==> src/rtl/core/tagged_block_allocator_defines.svh <==
// Assertion macros shared by the allocator RTL
`ifndef TAGGED_BLOCK_ALLOCATOR_DEFINES_SVH
`define TAGGED_BLOCK_ALLOCATOR_DEFINES_SVH

// Same-cycle implication, disabled while reset is low
`define TBA_ASSERT_NOW(lbl, clk, rst_n, ante, cons, msg) \
    lbl: assert property (@(posedge clk) disable iff (!rst_n) (ante) |-> (cons)) else $error(msg);

// Next-cycle implication, disabled while reset is low
`define TBA_ASSERT_NEXT(lbl, clk, rst_n, ante, cons, msg) \
    lbl: assert property (@(posedge clk) disable iff (!rst_n) (ante) |=> (cons)) else $error(msg);

`endif

==> src/rtl/core/tba_ram.sv <==
// Simple dual-port RAM, one write and one registered read per cycle
module tba_ram #(
    parameter int WIDTH = 64,
    parameter int DEPTH = 16
) (
    input  logic                                    i_clk,
    input  logic                                    i_we,
    input  logic [((DEPTH > 1) ? $clog2(DEPTH) : 1)-1:0] i_waddr,
    input  logic [WIDTH-1:0]                        i_wdata,
    input  logic [((DEPTH > 1) ? $clog2(DEPTH) : 1)-1:0] i_raddr,
    output logic [WIDTH-1:0]                        o_rdata
);

    logic [WIDTH-1:0] r_mem [DEPTH];

    always_ff @(posedge i_clk) begin
        if (i_we) begin
            r_mem[i_waddr] <= i_wdata;
        end
        o_rdata <= r_mem[i_raddr];
    end

endmodule

==> config.mk <==
export PLATFORM = sky130hd
export DESIGN_NAME = tba_ram
export DESIGN_NICKNAME = d
export VERILOG_FILES = /design/src/rtl/core/tagged_block_allocator_defines.svh /design/src/rtl/core/tba_ram.sv
export SDC_FILE = /design/constraint.sdc
export NUM_CORES = 1
export LEC_CHECK = 0
export BUFFER_PORTS_ARGS = -buffer_cell sky130_fd_sc_hd__buf_2
export CAP_MARGIN = 20
export CORE_MARGIN = 2
export CORE_UTILIZATION = 55
export DETAILED_ROUTE_END_ITERATION = 16
export PLACE_DENSITY_LB_ADDON = 0.2
export SLEW_MARGIN = 10
export SYNTH_ARGS = -nofsm -noshare
export SYNTH_HDL_FRONTEND = slang
export SYNTH_SLANG_ARGS = --single-unit
export TNS_END_PERCENT = 20
==> constraint.sdc <==
create_clock -name i_clk -period 7.9 [get_ports i_clk]
set_clock_uncertainty 0.15 [all_clocks]
set_input_delay 1.58 -clock i_clk [delete_from_list [all_inputs] [get_ports i_clk]]
set_output_delay 1.58 -clock i_clk [all_outputs]
set_load 0.01 [all_outputs]
* Yosys cells after proc, flatten, opt, wreduce, memory -nomap -nowiden *
Memory sizes are Yosys's and may differ from the RTL's. A register that Yosys moved wholly into a read port is not among the register bits.
Cells that the tools add are included.

storage, ports and cells
  register bits = 0
  RAM bits = 1024
  input bits = 74
  output and inout bits = 64
  logic and storage cells = 3
  memories kept = 1

memories
  memory  words  width  rd ports  clocked after Yosys merged registers in  wr ports  line           text
  r_mem   16     64     1         1                                        1         tba_ram.sv:14  logic [WIDTH-1:0] r_mem [DEPTH];

cells by class
  multiplexer cells = 2

operators with widths
  operator           number
  two-way mux 1 bit  2

* Logic depth before layout (Yosys ltp) *
  word-level depth = 2
  mapped depth = 6
  depth with buffers taken out = 3

* Worst setup path after synthesis *
Ideal clock, no wire load.

  kind = input-to-reg
  from = input port i_waddr[2] in the netlist's numbering
  to = memory r_mem[0][0] (enable)
  library setup time = 0.565 ns
  data arrival time = 6.443 ns
  data required time = 7.185 ns
  slack = 0.741 ns
  stages on the path = 2
  buffers on the path = 0
  path through = or3b_2 -> nor3_1

RTL lines
  element          line           text
  start, declared  tba_ram.sv:8   input logic [((DEPTH > 1) ? $clog2(DEPTH) : 1)-1:0] i_waddr,
  end, declared    tba_ram.sv:14

Straight into the memory's write port.

* Worst setup path after layout *
  from = input port i_waddr[1] in the netlist's numbering
  to = memory r_mem[13][37] (enable)

Straight into the memory's write port.

==> impl_metrics.ini <==
[die]
coreArea_um2 = 71400
die_h_um = 272
io_pins = 138
die_x_um = 272
start_util_pct = 55.5
num_rows = 98
die-area_um2 = 74100

[setup_path]
cpPeakStageDelay_ns = 0.83
worstSetupPathType = primary input to flop
arrival_ns = 3.79
crit_path_end_kind = flop
r2r_cells = 3
startpoint_type = primary input
worstPathMaxFanout = 46
cp_data_required_time_ns = 8.03
slowest_stage = buf_4
crit_chain = buf_2, nand2b_1, nor2_4, buf_4

[clock_tree]
cts_buffers = 105
h-tree-depth = 3
cts_root_buf = clkbuf_16
cts-resized-gates = 0
post-cts-setup-buffers = 0
cts_tree = built
ctsLongestPathBuffers = 3
worstSkewPairLatency_ns = 0.67
clock-sinks = 1088
path_clk_slew_ns = 0.06
hold_buffers = 0

[global_routing]
grt_max_degree = 148
grt_pass1_wl_mm = 120
grt_pass1_vias = 18679
grt_usage_pct = 22.1
antenna_found_initial = 9
grt_overflow = 0

[power_and_ir_drop]
power_density_nw_per_um2 = 268
fin_total_pwr_mw = 12.1
power.leakage_nw = 14.5
irDropWorstVdd_mv = 0.194

[sta]
fin_crit_sh_pct = 46.4
slew_viol_final = 0
maxSlewHeadroom_pct = 29.2
layout_min_cycle_time_ns = 3.67
worst_pin_slew_ns = 1.06
fin_setup_tns_ns = 0
hold_viol = 0
setup_viol = 0
fmax_mhz = 273
rsz0062_at_grt = false
setup_ws_ns = 4.23

[finish]
area_delta_synth_final_pct = 13.8
final.fill_count = 4771
final_area_um2 = 45000
drive_gt1_share_pct = 31.3
nets = 1917

[drt]
routed-via-count = 17740
wl_mm = 80.8
dr.pass1.iters = 5
ant_nets = 0
drt-initial-drc-count = 1767
avgViaCountPerCell = 6.14
wl_per_cell_um = 28.0
drcViolationCount = 0

[synth]
synth_area_per_cell_um2 = 24.0
syn_area_um2 = 39600
synthCells = 1647
ys_seq_area_share_pct = 80.9
synth-seq-cells = 1088
syn-num-nets = 1721
synth.distinct_cells = 18
yosysWarnings = 0

[worst_hold_path]
min_path_cells = 3
hold_path.class = flop to flop

[place]
hpwl_mm = 39.9
dp_slack_ns = 3.36
io_buffers = 137
place_area_um2 = 41500
globalplace.congestion = 0.705

[run]
drv_cap = 0

[run_status]
status = completed
[routing by layer]
layer | wire (um) | up-vias | GRT usage [%]
met1 | 34000 | 9587 | 32.0
met4 | 1130 | 8 | 5.06
met3 | 5560 | 92 | 3.72
li1 | - | 7444 | -
met5 | 57 | - | 0
met2 | 40100 | 609 | 36.0
[cells in the mapped netlist]
cell      instances  area share (%)
nand3b_1          2           0.038
nand2b_1          2           0.032
buf_4             6            0.11
clkbuf_1         36            0.34
buf_2            13            0.16
a22oi_1         128             2.4
or3b_2            1           0.022
mux4_2          256              15
dfxtp_1          64             3.2
and2_1            1           0.016
edfxtp_1       1024              78
nor2_1           13            0.12
nor3_1            4           0.051
buf_6            13            0.37
nand2_1          65            0.62
nor2b_1           2           0.032
buf_1            16            0.15
nand3_1           1           0.013
[registers in the layout, indices dropped and copies added (netlist names)]
register  count
o_rdata      64
r_mem      1024
[layout make-up]
| cell class | count | area (um^2) | area share (%) |
|---|---|---|---|
| well taps | 950 | 1190 | 2.64 |
| flip-flops and latches | 1088 | 32000 | 71.1 |
| diodes | 4 | 10.0 | 0.0222 |
| repair buffers | 173 | 1070 | 2.37 |
| clock buffers | 156 | 3040 | 6.75 |
| multi-input cells | 475 | 7230 | 16.1 |
| clock inverters | 43 | 472 | 1.05 |
[power by group]
group	leakage, nW	total, mW	internal [mW]	switching (mW)
Clock	1.72	5.02	2.96	2.06
Combinational	2.98	0.551	0.224	0.327
Sequential	9.79	6.49	6.45	0.0408
Total	14.5	12.1	9.64	2.43
[cell usage in the layout (no fill, tap or decap), drive strengths merged]
cell type,netlist,final
a22oi,128,128
and2,1,1
buf,48,173
bufinv,0,9
clkbuf,36,156
clkinv,0,30
clkinvlp,0,1
dfxtp,64,64
diode,0,4
edfxtp,1024,1024
inv,0,3
mux4,256,256
nand2,65,65
nand2b,2,2
nand3,1,1
nand3b,2,2
nor2,13,13
nor2b,2,2
nor3,4,4
or3b,1,1
[through the flow]
stage / utilization [%] / cells / hold slack (ns)
3_3_place_gp: 58.0 / 2682 / 0.498
2_1_floorplan: - / 1647 / 0.485
3_5_place_dp: 58.1 / 2683 / 0.503
4_1_cts: 63.0 / 2882 / 0.519
5_1_grt: 63.1 / 2887 / 0.536
6_report: 63.1 / 2889 / 0.513
[critical path, delay by kind of cell]
| kind | cells | cell delay, ns |
|---|---|---|
| buffers and inverters | 2 | 0.98 |
| and+or+nand+nor | 2 | 1.14 |
[path summary, 6_finish.rpt]
path / from / end / slack (ns)
setup / recovery: i_waddr[1] / r_mem[13][37] / 4.23
hold / removal: r_mem[14][35] / o_rdata[35] / 0.51
setup reg to reg: r_mem[2][1] / o_rdata[1] / 6.30
hold reg to reg: r_mem[14][35] / o_rdata[35] / 0.51
[logic make-up after synthesis]
| group | count (synthesis) | synth area share (%) |
|---|---|---|
| flip-flops | 1088 | 80.9 |
| multiplexers | 256 | 14.6 |
| AO/OA/AOI/OAI | 128 | 2.43 |
| AND/OR/NAND/NOR | 91 | 0.942 |
| buffers and inverters | 84 | 1.14 |
No activity file was read; power rests on OpenSTA's default activity.
